### src/sv/wepl_pkg.sv
// shared types and constants of the wheel effort power limiter
package wepl_pkg;

  // default sizes handed to the top level parameters
  localparam int EFFORT_BITS_DEF = 16;
  localparam int MAX_JOINTS_DEF  = 8;

  // fixed field widths
  localparam int VEL_BITS  = 16;
  localparam int CFG_W     = 16;
  localparam int CFG_IDX_W = 2;
  // the power budget carries four fraction bits, the others eight
  localparam int Q_ADJ     = 4;

  // configuration register indexes
  localparam logic [CFG_IDX_W-1:0] CFG_POWER_COEFF  = 2'd0;
  localparam logic [CFG_IDX_W-1:0] CFG_MIN_VELOCITY = 2'd1;
  localparam logic [CFG_IDX_W-1:0] CFG_POWER_BUDGET = 2'd2;

  // configuration reset values
  localparam logic [CFG_W-1:0] POWER_COEFF_RST  = 16'd256;
  localparam logic [CFG_W-1:0] MIN_VELOCITY_RST = 16'd256;
  localparam logic [CFG_W-1:0] POWER_BUDGET_RST = 16'd1280;

  // commands from the sequencer to the datapath
  typedef struct packed {
    logic wr_en;
    logic rd_en;
    logic load;
    logic mul;
    logic cmp;
    logic div_step;
    logic out_load;
    logic out_last;
    logic clear_set;
  } wepl_cmd_t;

  // status from the datapath to the sequencer
  typedef struct packed {
    logic bypass;
    logic out_free;
  } wepl_status_t;

endpackage

### src/sv/wepl_ram.sv
// generic single-write, single-read ram with registered read data
module wepl_ram #(
  parameter int WIDTH = 8,
  parameter int DEPTH = 8
) (
  input  logic                                   clk,
  input  logic                                   wr_en,
  input  logic [(DEPTH > 1 ? $clog2(DEPTH) : 1)-1:0] wr_addr,
  input  logic [WIDTH-1:0]                       wr_data,
  input  logic                                   rd_en,
  input  logic [(DEPTH > 1 ? $clog2(DEPTH) : 1)-1:0] rd_addr,
  output logic [WIDTH-1:0]                       rd_data
);

  logic [WIDTH-1:0] mem [DEPTH];

  // write port
  always_ff @(posedge clk) begin
    if (wr_en) begin
      mem[wr_addr] <= wr_data;
    end
  end

  // registered read port
  always_ff @(posedge clk) begin
    if (rd_en) begin
      rd_data <= mem[rd_addr];
    end
  end

endmodule

### src/sv/wepl_ctrl.sv
// sequencer: collects a set of joints, then steps each stored joint through the datapath
module wepl_ctrl
  import wepl_pkg::*;
#(
  parameter int EFFORT_BITS = EFFORT_BITS_DEF,
  parameter int MAX_JOINTS  = MAX_JOINTS_DEF,
  localparam int IDX_W = (MAX_JOINTS > 1) ? $clog2(MAX_JOINTS) : 1
) (
  input  logic               clk,
  input  logic               rst,
  input  logic               in_valid,
  input  logic               last_joint,
  output logic               in_ready,
  output logic [IDX_W-1:0]   addr,
  output wepl_cmd_t          cmd,
  input  wepl_status_t       st
);

  localparam int CNT_W  = $clog2(MAX_JOINTS + 1);
  localparam int STEP_W = $clog2(EFFORT_BITS);

  localparam logic [2:0] S_COLLECT = 3'd0;
  localparam logic [2:0] S_READ    = 3'd1;
  localparam logic [2:0] S_LOAD    = 3'd2;
  localparam logic [2:0] S_MUL     = 3'd3;
  localparam logic [2:0] S_CMP     = 3'd4;
  localparam logic [2:0] S_DIV     = 3'd5;
  localparam logic [2:0] S_DONE    = 3'd6;

  logic [2:0]        state, state_next;
  logic [CNT_W-1:0]  count, count_next;
  logic [IDX_W-1:0]  k, k_next;
  logic [STEP_W-1:0] step, step_next;
  logic              is_last;

  // final result of the set
  assign is_last = (CNT_W'(k) + CNT_W'(1)) == count;

  // next state and commands
  always_comb begin
    state_next = state;
    count_next = count;
    k_next     = k;
    step_next  = step;
    cmd        = '0;
    addr       = k;
    in_ready   = 1'b0;
    case (state)
      S_COLLECT: begin
        in_ready = 1'b1;
        addr     = count[IDX_W-1:0];
        if (in_valid) begin
          cmd.wr_en  = 1'b1;
          count_next = count + CNT_W'(1);
          // the set closes on the flag or when the store is full
          if (last_joint || (count + CNT_W'(1)) == CNT_W'(MAX_JOINTS)) begin
            k_next     = '0;
            state_next = S_READ;
          end
        end
      end
      S_READ: begin
        cmd.rd_en  = 1'b1;
        state_next = S_LOAD;
      end
      S_LOAD: begin
        cmd.load   = 1'b1;
        state_next = S_MUL;
      end
      S_MUL: begin
        cmd.mul    = 1'b1;
        state_next = S_CMP;
      end
      S_CMP: begin
        cmd.cmp    = 1'b1;
        step_next  = '0;
        state_next = st.bypass ? S_DONE : S_DIV;
      end
      S_DIV: begin
        cmd.div_step = 1'b1;
        step_next    = step + STEP_W'(1);
        if (step == STEP_W'(EFFORT_BITS - 1)) begin
          state_next = S_DONE;
        end
      end
      S_DONE: begin
        if (st.out_free) begin
          cmd.out_load = 1'b1;
          cmd.out_last = is_last;
          if (is_last) begin
            cmd.clear_set = 1'b1;
            count_next    = '0;
            state_next    = S_COLLECT;
          end else begin
            k_next     = k + IDX_W'(1);
            state_next = S_READ;
          end
        end
      end
      default: begin
        state_next = S_COLLECT;
      end
    endcase
  end

  // control registers
  always_ff @(posedge clk) begin
    if (rst) begin
      state <= S_COLLECT;
      count <= '0;
      k     <= '0;
      step  <= '0;
    end else begin
      state <= state_next;
      count <= count_next;
      k     <= k_next;
      step  <= step_next;
    end
  end

endmodule

### src/sv/wepl_dp.sv
// datapath: configuration, joint store, effort total, cap arithmetic, divider and output register
module wepl_dp
  import wepl_pkg::*;
#(
  parameter int EFFORT_BITS = EFFORT_BITS_DEF,
  parameter int MAX_JOINTS  = MAX_JOINTS_DEF,
  localparam int IDX_W = (MAX_JOINTS > 1) ? $clog2(MAX_JOINTS) : 1
) (
  input  logic                          clk,
  input  logic                          rst,
  input  logic                          cfg_wr,
  input  logic [CFG_IDX_W-1:0]          cfg_index,
  input  logic [CFG_W-1:0]              cfg_data,
  input  logic signed [EFFORT_BITS-1:0] effort_cmd,
  input  logic signed [VEL_BITS-1:0]    joint_velocity,
  input  logic                          is_wheel,
  input  logic [IDX_W-1:0]              addr,
  input  wepl_cmd_t                     cmd,
  output wepl_status_t                  st,
  input  logic                          out_ready,
  output logic                          out_valid,
  output logic signed [EFFORT_BITS-1:0] limited_effort,
  output logic                          last_result
);

  localparam int E       = EFFORT_BITS;
  localparam int ROW_W   = E + VEL_BITS + 1;
  localparam int TOTAL_W = E - 1 + $clog2(MAX_JOINTS + 1);
  localparam int DEN_W   = TOTAL_W + VEL_BITS;
  localparam int CL_W    = 2 * CFG_W;
  localparam int P_W     = CL_W + Q_ADJ;
  localparam int NUM_W   = CL_W + E;
  localparam int CMP_W   = (P_W > DEN_W) ? P_W : DEN_W;

  logic [CFG_W-1:0]   power_coeff, min_velocity, power_budget;
  logic [TOTAL_W-1:0] total;
  logic [CL_W-1:0]    coeff_limit;
  logic [ROW_W-1:0]   rd_row;
  logic [E-1:0]       eff, mag;
  logic               wheel;
  logic [VEL_BITS-1:0] vdiv;
  logic [NUM_W-1:0]   num;
  logic [DEN_W-1:0]   den, rem;
  logic [E-1:0]       quo;
  logic               bypass;
  logic [E-1:0]       in_mag, rd_eff, rd_mag;
  logic [VEL_BITS-1:0] rd_vel, rd_vmag, vfloor;
  logic               rd_wheel;
  logic [P_W-1:0]     pwr;
  logic               bypass_now;
  logic [DEN_W:0]     trial;
  logic               fits;
  logic [E-1:0]       lim_signed, result;

  // joint store: wheel flag, velocity and effort in one row
  wepl_ram #(
    .WIDTH(ROW_W),
    .DEPTH(MAX_JOINTS)
  ) u_store (
    .clk     (clk),
    .wr_en   (cmd.wr_en),
    .wr_addr (addr),
    .wr_data ({is_wheel, joint_velocity, effort_cmd}),
    .rd_en   (cmd.rd_en),
    .rd_addr (addr),
    .rd_data (rd_row)
  );

  // configuration registers and effort total
  assign in_mag = effort_cmd[E-1] ? (~effort_cmd + E'(1)) : effort_cmd;

  always_ff @(posedge clk) begin
    if (rst) begin
      power_coeff  <= POWER_COEFF_RST;
      min_velocity <= MIN_VELOCITY_RST;
      power_budget <= POWER_BUDGET_RST;
      total        <= '0;
      out_valid    <= 1'b0;
    end else begin
      if (cfg_wr) begin
        case (cfg_index)
          CFG_POWER_COEFF:  power_coeff  <= cfg_data;
          CFG_MIN_VELOCITY: min_velocity <= cfg_data;
          CFG_POWER_BUDGET: power_budget <= cfg_data;
          default: ;
        endcase
      end
      if (cmd.clear_set) begin
        total <= '0;
      end else if (cmd.wr_en && is_wheel) begin
        total <= total + TOTAL_W'(in_mag);
      end
      if (cmd.out_load) begin
        out_valid <= 1'b1;
      end else if (out_ready) begin
        out_valid <= 1'b0;
      end
    end
  end

  assign st.out_free = !out_valid || out_ready;

  // unpack a stored row; the speed floor never lets the divisor reach zero
  assign rd_eff   = rd_row[E-1:0];
  assign rd_vel   = rd_row[E+VEL_BITS-1:E];
  assign rd_wheel = rd_row[ROW_W-1];
  assign rd_mag   = rd_eff[E-1] ? (~rd_eff + E'(1)) : rd_eff;
  assign rd_vmag  = rd_vel[VEL_BITS-1] ? (~rd_vel + VEL_BITS'(1)) : rd_vel;
  assign vfloor   = (min_velocity == '0) ? VEL_BITS'(1) : min_velocity;

  // scaled budget 16*coeff*budget against total*speed; the effort magnitude cancels
  assign pwr        = {coeff_limit, {Q_ADJ{1'b0}}};
  assign bypass_now = !wheel || (total == '0) || (CMP_W'(pwr) >= CMP_W'(den));
  assign st.bypass  = bypass_now;

  // one restoring divider step
  assign trial = {rem, quo[E-1]};
  assign fits  = trial >= {1'b0, den};

  // signed result
  assign lim_signed = eff[E-1] ? (~quo + E'(1)) : quo;
  assign result     = bypass ? eff : lim_signed;

  // arithmetic pipeline and divider
  always_ff @(posedge clk) begin
    coeff_limit <= power_coeff * power_budget;
    if (cmd.load) begin
      eff   <= rd_eff;
      mag   <= rd_mag;
      wheel <= rd_wheel;
      vdiv  <= (rd_vmag > vfloor) ? rd_vmag : vfloor;
    end
    if (cmd.mul) begin
      num <= coeff_limit * mag;
      den <= total * vdiv;
    end
    if (cmd.cmp) begin
      bypass <= bypass_now;
      // numerator is num*16: its upper bits seed the remainder
      rem    <= DEN_W'(num >> (E - Q_ADJ));
      quo    <= {num[E-Q_ADJ-1:0], {Q_ADJ{1'b0}}};
    end else if (cmd.div_step) begin
      rem <= fits ? DEN_W'(trial - {1'b0, den}) : trial[DEN_W-1:0];
      quo <= {quo[E-2:0], fits};
    end
    if (cmd.out_load) begin
      limited_effort <= result;
      last_result    <= cmd.out_last;
    end
  end

endmodule

### src/sv/wheel_effort_power_limiter_core.sv
// top level of the wheel effort power limiter
//
//  channel | signals                                        | direction
//  --------+------------------------------------------------+----------
//  in      | in_valid, in_ready, effort_cmd, joint_velocity, | in
//          | is_wheel, last_joint                            |
//  out     | out_valid, out_ready, limited_effort,           | out
//          | last_result                                     |
//  cfg     | cfg_valid, cfg_ready, cfg_index, cfg_data       | in
//
// Joints are taken one a cycle while a set is collected. Once the set closes,
// each stored joint passes through the sequencer (store read, load, multiply,
// compare, hand-off), plus the one-bit-a-cycle restoring divider for a wheel
// whose effort is actually capped. Reset is synchronous and restores the
// sequencer, configuration, total and output-valid registers to their reset
// values. A stalled result holds in the output register and the sequencer
// waits; no joint is taken while a set is being emitted.
module wheel_effort_power_limiter_core
  import wepl_pkg::*;
#(
  parameter int EFFORT_BITS = EFFORT_BITS_DEF,
  parameter int MAX_JOINTS  = MAX_JOINTS_DEF
) (
  input  logic                          clk,
  input  logic                          rst,
  input  logic                          in_valid,
  output logic                          in_ready,
  input  logic signed [EFFORT_BITS-1:0] effort_cmd,
  input  logic signed [VEL_BITS-1:0]    joint_velocity,
  input  logic                          is_wheel,
  input  logic                          last_joint,
  output logic                          out_valid,
  input  logic                          out_ready,
  output logic signed [EFFORT_BITS-1:0] limited_effort,
  output logic                          last_result,
  input  logic                          cfg_valid,
  output logic                          cfg_ready,
  input  logic [CFG_IDX_W-1:0]          cfg_index,
  input  logic [CFG_W-1:0]              cfg_data
);

  localparam int IDX_W = (MAX_JOINTS > 1) ? $clog2(MAX_JOINTS) : 1;

  wepl_cmd_t        cmd;
  wepl_status_t     st;
  logic [IDX_W-1:0] ram_addr;

  // configuration is always taken
  assign cfg_ready = 1'b1;

  wepl_ctrl #(
    .EFFORT_BITS(EFFORT_BITS),
    .MAX_JOINTS (MAX_JOINTS)
  ) u_ctrl (
    .clk        (clk),
    .rst        (rst),
    .in_valid   (in_valid),
    .last_joint (last_joint),
    .in_ready   (in_ready),
    .addr       (ram_addr),
    .cmd        (cmd),
    .st         (st)
  );

  wepl_dp #(
    .EFFORT_BITS(EFFORT_BITS),
    .MAX_JOINTS (MAX_JOINTS)
  ) u_dp (
    .clk            (clk),
    .rst            (rst),
    .cfg_wr         (cfg_valid && cfg_ready),
    .cfg_index      (cfg_index),
    .cfg_data       (cfg_data),
    .effort_cmd     (effort_cmd),
    .joint_velocity (joint_velocity),
    .is_wheel       (is_wheel),
    .addr           (ram_addr),
    .cmd            (cmd),
    .st             (st),
    .out_ready      (out_ready),
    .out_valid      (out_valid),
    .limited_effort (limited_effort),
    .last_result    (last_result)
  );

  // store is never written and read in the same cycle
  a_no_wr_rd: assert property (@(posedge clk) disable iff (rst)
    !(cmd.wr_en && cmd.rd_en))
    else $error("store written and read together");

  // a result is only loaded when the output register is free
  a_load_free: assert property (@(posedge clk) disable iff (rst)
    cmd.out_load |-> st.out_free)
    else $error("pending result overwritten");

  // reads stay inside the store
  a_rd_range: assert property (@(posedge clk) disable iff (rst)
    cmd.rd_en |-> (int'(ram_addr) < MAX_JOINTS))
    else $error("store read out of range");

  // no joint is taken while results are being produced
  a_in_idle: assert property (@(posedge clk) disable iff (rst)
    (cmd.load || cmd.div_step || cmd.out_load) |-> !in_ready)
    else $error("joint taken during emission");

endmodule
### config.mk
export PLATFORM = sky130hd
export DESIGN_NAME = wheel_effort_power_limiter_core
export DESIGN_NICKNAME = d
export VERILOG_FILES = /design/src/sv/wepl_pkg.sv /design/src/sv/wepl_ram.sv /design/src/sv/wepl_ctrl.sv /design/src/sv/wepl_dp.sv /design/src/sv/wheel_effort_power_limiter_core.sv
export SDC_FILE = /design/constraint.sdc
export NUM_CORES = 2
export LEC_CHECK = 0
export BUFFER_PORTS_ARGS = -buffer_cell sky130_fd_sc_hd__buf_4
export CAP_MARGIN = 20
export CORE_ASPECT_RATIO = 0.6
export CORE_MARGIN = 2
export CORE_UTILIZATION = 60
export CTS_CLUSTER_DIAMETER = 40
export CTS_CLUSTER_SIZE = 16
export DETAILED_ROUTE_END_ITERATION = 8
export HOLD_SLACK_MARGIN = 0.03
export MAX_ROUTING_LAYER = met4
export PLACE_DENSITY = 0.74
export SLEW_MARGIN = 20
export SYNTH_ARGS = -nofsm -noshare
export SYNTH_HDL_FRONTEND = slang
export SYNTH_HIERARCHICAL = 1
export SYNTH_SLANG_ARGS = --single-unit
### constraint.sdc
create_clock -name clk -period 10.9 [get_ports clk]
set_clock_uncertainty 0.15 [all_clocks]
set_input_delay 0 -clock clk [delete_from_list [all_inputs] [get_ports clk]]
set_output_delay 0 -clock clk [all_outputs]
set_load 0.01 [all_outputs]
==> results.json <==
{
  "drt_iter0_markers": 3967,
  "fp.dieArea_mm2": 0.1050,
  "p_clk_share_pct": 25.2,
  "synth_xor_area_share_pct": 2.952,
  "power_density_mw_per_mm2": 141.3,
  "synth_top_family_by_area": "adder cells",
  "finalCriticalPeriod_ns": 7.455,
  "critPathLaunchType": "flop",
  "max_stage_delay_ns": 0.99,
  "whs_ns": 0.1018,
  "io_buffer_count": 75,
  "h-tree-depth": 3,
  "grt_pass1_wl_mm": 247.2,
  "cp_common_cell": "fa_1",
  "synth-adder-area-share_pct": 36.48,
  "end_kind": "flop",
  "grt_overflow": 0,
  "synth_cells": 5994,
  "place_hpwl_mm": 112.9,
  "drive_gt1_share_pct": 7.202,
  "vias": 43250,
  "synth_compound_area_share_pct": 6.984,
  "maxCapViolCount": 0,
  "dr.pass1.iters": 6,
  "setup_viol": 0,
  "first_global_vias": 44520,
  "slew_violations": 0,
  "fin_crit_sh_pct": 68.40,
  "seqPwrFrac_pct": 30.2,
  "synth_seq_area_share_pct": 27.90,
  "grt_use_total_pct": 30.96,
  "die_y_um": 251.8,
  "fp.coreArea_mm2": 0.1010,
  "syn_avg_cell_area_um2": 10.25,
  "clock.fmax_mhz": 134.1,
  "post_drt_wl_per_cell_um": 20.36,
  "synth_area_mm2": 0.06142,
  "grt_max_degree": 73,
  "area_growth_pct": 8.638,
  "gp_congestion": 0.9499,
  "root_buffer": "clkbuf_16",
  "row_count": 90,
  "cts_tree": "done",
  "cts.clk_slew.worst_paths_ns": 0.07,
  "postRouteAntennaNets": 0,
  "relSlewSlack_pct": 32.77,
  "crit_type": "reg -> reg",
  "cts.path.max_buffers": 3,
  "rsz0062_at_grt": "no",
  "p_leak_nw": 29.62,
  "path_buf_inv": 5,
  "cp_slowest_cell": "edfxtp_1",
  "p_sw_w": 0.003667,
  "ios": 77,
  "async_flop_share_pct": 0,
  "start_util_pct": 60.80,
  "vdd_drop_max_v": 0.0002368,
  "drc": 0,
  "pre_cts_ws_ns": 3.549,
  "crit_path_cell_trace": "nand2_1, fa_1, inv_1, fa_1, inv_1, fa_1, inv_1, fa_1, fa_1, inv_1, fa_1, inv_1, ha_1, and4_2, o2111ai_1, o21bai_1, a21oi_1, o31ai_1, a31oi_1, a21o_1, a21oi_1, o31ai_1, xnor2_1",
  "synth-simple-area-share_pct": 13.37,
  "postCtsSetupRepairBufs": 0,
  "ys_types": 88,
  "synth-seq-cells": 610,
  "crit_family": "adder cells",
  "cts_buffers": 68,
  "crit_fanout": 19,
  "worstMarginPinSlew_ns": 1.008,
  "synth_enable_flop_cells": 492,
  "crit_arrival_ns": 7.69,
  "p_int_w": 0.005758,
  "hold_class": "in -> reg",
  "postSynthNetCount": 7332,
  "status": "complete, no violations",
  "setup_slack_ns": 3.445,
  "fin_tns_setup_ns": 0,
  "drt-total-wl_mm": 151.5,
  "hold_viol_final": 0,
  "synth.mux.area_fraction_pct": 3.940,
  "switching_share_pct": 38.90,
  "yosysWarnings": 6,
  "viasPerCell": 5.810,
  "antenna_found_initial": 5,
  "comb_power_share_pct": 44.5,
  "clk_latency_ns": 0.67,
  "cp.required_ns": 11.14,
  "yosys_most_used_dff": "edfxtp_1",
  "die-width_um": 417.0,
  "fin_nets": 7395,
  "clock_sinks": 610
}
## through the flow
stage | total power [W] | instance area (um2) | instances | utilization (%)
detailed placement | 0.007029 | 63180 | 7198 | 62.55
global placement | 0.006982 | 63180 | 7198 | 62.55
finish | 0.009425 | 66720 | 7444 | 66.05
CTS | 0.009450 | 66670 | 7440 | 66.01
global route | 0.01015 | 66720 | 7444 | 66.05
floorplan | 0.005993 | 61420 | 5994 | -
## final cells by class
| cell class | count | area, um2 |
|---|---|---|
| Multi-Input combinational cell | 4036 | 39240 |
| Fill cell | 7737 | 34290 |
| Sequential cell | 610 | 17140 |
| Inverter | 1069 | 4014 |
| Timing Repair Buffer | 272 | 2365 |
| Clock buffer | 77 | 1767 |
| Tap cell | 1334 | 1669 |
| Clock inverter | 45 | 526.8 |
| Antenna cell | 1 | 2.502 |
## per-layer routing
metal  track usage, %  vias up  share of wire [%]
met3            5.867      254                 10
met4            7.019        0                2.3
met1            46.79    21610                 46
met5                -        -                  0
li1                 -    19280                  -
met2            43.41     2110                 42
## timing repair
item | CTS | global route
gates resized for setup | 0 | 0
hold buffers | 120 | 0
hold endpoints to repair | 343 | 0
## synth_stat cells (7+ instances only)
master	instances	area, um2
inv_1	1068	4009
nand2_1	923	3465
fa_1	849	17000
edfxtp_1	492	14770
ha_1	432	5405
and2_1	416	2603
clkbuf_1	252	945.9
a21oi_1	235	1176
xnor2_1	135	1182
o21ai_0	131	655.6
nor2_1	127	476.7
dfxtp_1	118	2362
a21o_1	94	705.7
xor2_1	72	630.6
mux2_2	68	765.7
mux4_2	60	1351
nand3_1	40	200.2
nor2b_1	33	206.5
nand4_1	31	193.9
nand2b_1	29	181.4
nor3_1	29	145.1
o21bai_1	27	202.7
a31oi_1	21	131.4
o21a_1	21	157.7
o31ai_1	21	157.7
nor3b_1	16	120.1
a211oi_1	15	112.6
or3_1	15	93.84
mux2i_1	13	130.1
or4_1	13	97.59
a22o_1	11	96.34
buf_2	11	55.05
nor4_1	11	68.82
nand3b_1	9	67.56
o41ai_1	9	78.83
and3_1	8	50.05
o211ai_1	8	60.06
a211o_1	7	61.31
buf_6	7	78.83
## registers in the layout, summed over array words and instances, names as in the netlist, 16 cells and up
signal	count
u_dp/limited_effort	16
u_dp/power_budget	16
u_dp/u_store/rd_data	33
u_dp/vdiv	16
u_dp/coeff_limit	32
u_dp/total	19
u_dp/quo	16
u_dp/eff	16
u_dp/num	47
u_dp/power_coeff	16
u_dp/den	35
u_dp/rem	35
u_dp/u_store/mem	264
u_dp/min_velocity	16
## path summary, 6_finish.rpt
kind | slack [ns] | depth (start not counted) | endpoint | start
worst max-delay path | 3.44 | 23 | u_dp/den[34] | u_dp/vdiv[5]
worst min-delay path | 0.10 | 4 | u_dp/min_velocity[3] | cfg_data[3]
worst max register to register | 3.44 | 23 | u_dp/den[34] | u_dp/vdiv[5]
worst min register to register | 0.31 | 2 | u_dp/min_velocity[0] | u_dp/min_velocity[0]
## power by group through the flow
stage	clock network [W]	registers (W)	logic (W)
final	0.00238	0.00285	0.00420
after floorplan	0	0.00282	0.00317
after global routing	0.00252	0.00285	0.00478
after global placement	0	0.00289	0.00409
after detailed placement	0	0.00289	0.00413
after CTS	0.00242	0.00285	0.00419
## worst min-delay path, stage by stage
cell and delay (ns):
dlygate4sd3_1 0.57, buf_4 0.19, nand2_1 0.06, a21oi_1 0.06
## placed cells by master, fill, tap and decap left out, drive strengths merged, types with 40 or more instances in the layout
cell type and instances:
nand3 40, a21oi 237, fa 849, o21ai 136, ha 432, mux2 69
xnor2 135, nand2 923, and2 416, dfxtp 118, a21o 95, xor2 72
buf 152, edfxtp 492, mux4 66, dlygate4sd3 120, inv 1087, nor2 127
clkbuf 77
## cell families after synthesis
group	after synthesis
compound gates	671
xor+xnor	207
fa+ha+maj	1281
buf+inv	1348
flops	610
mux	148
other cells	1
simple gates	1728
(Power assumes the default switching activity.)
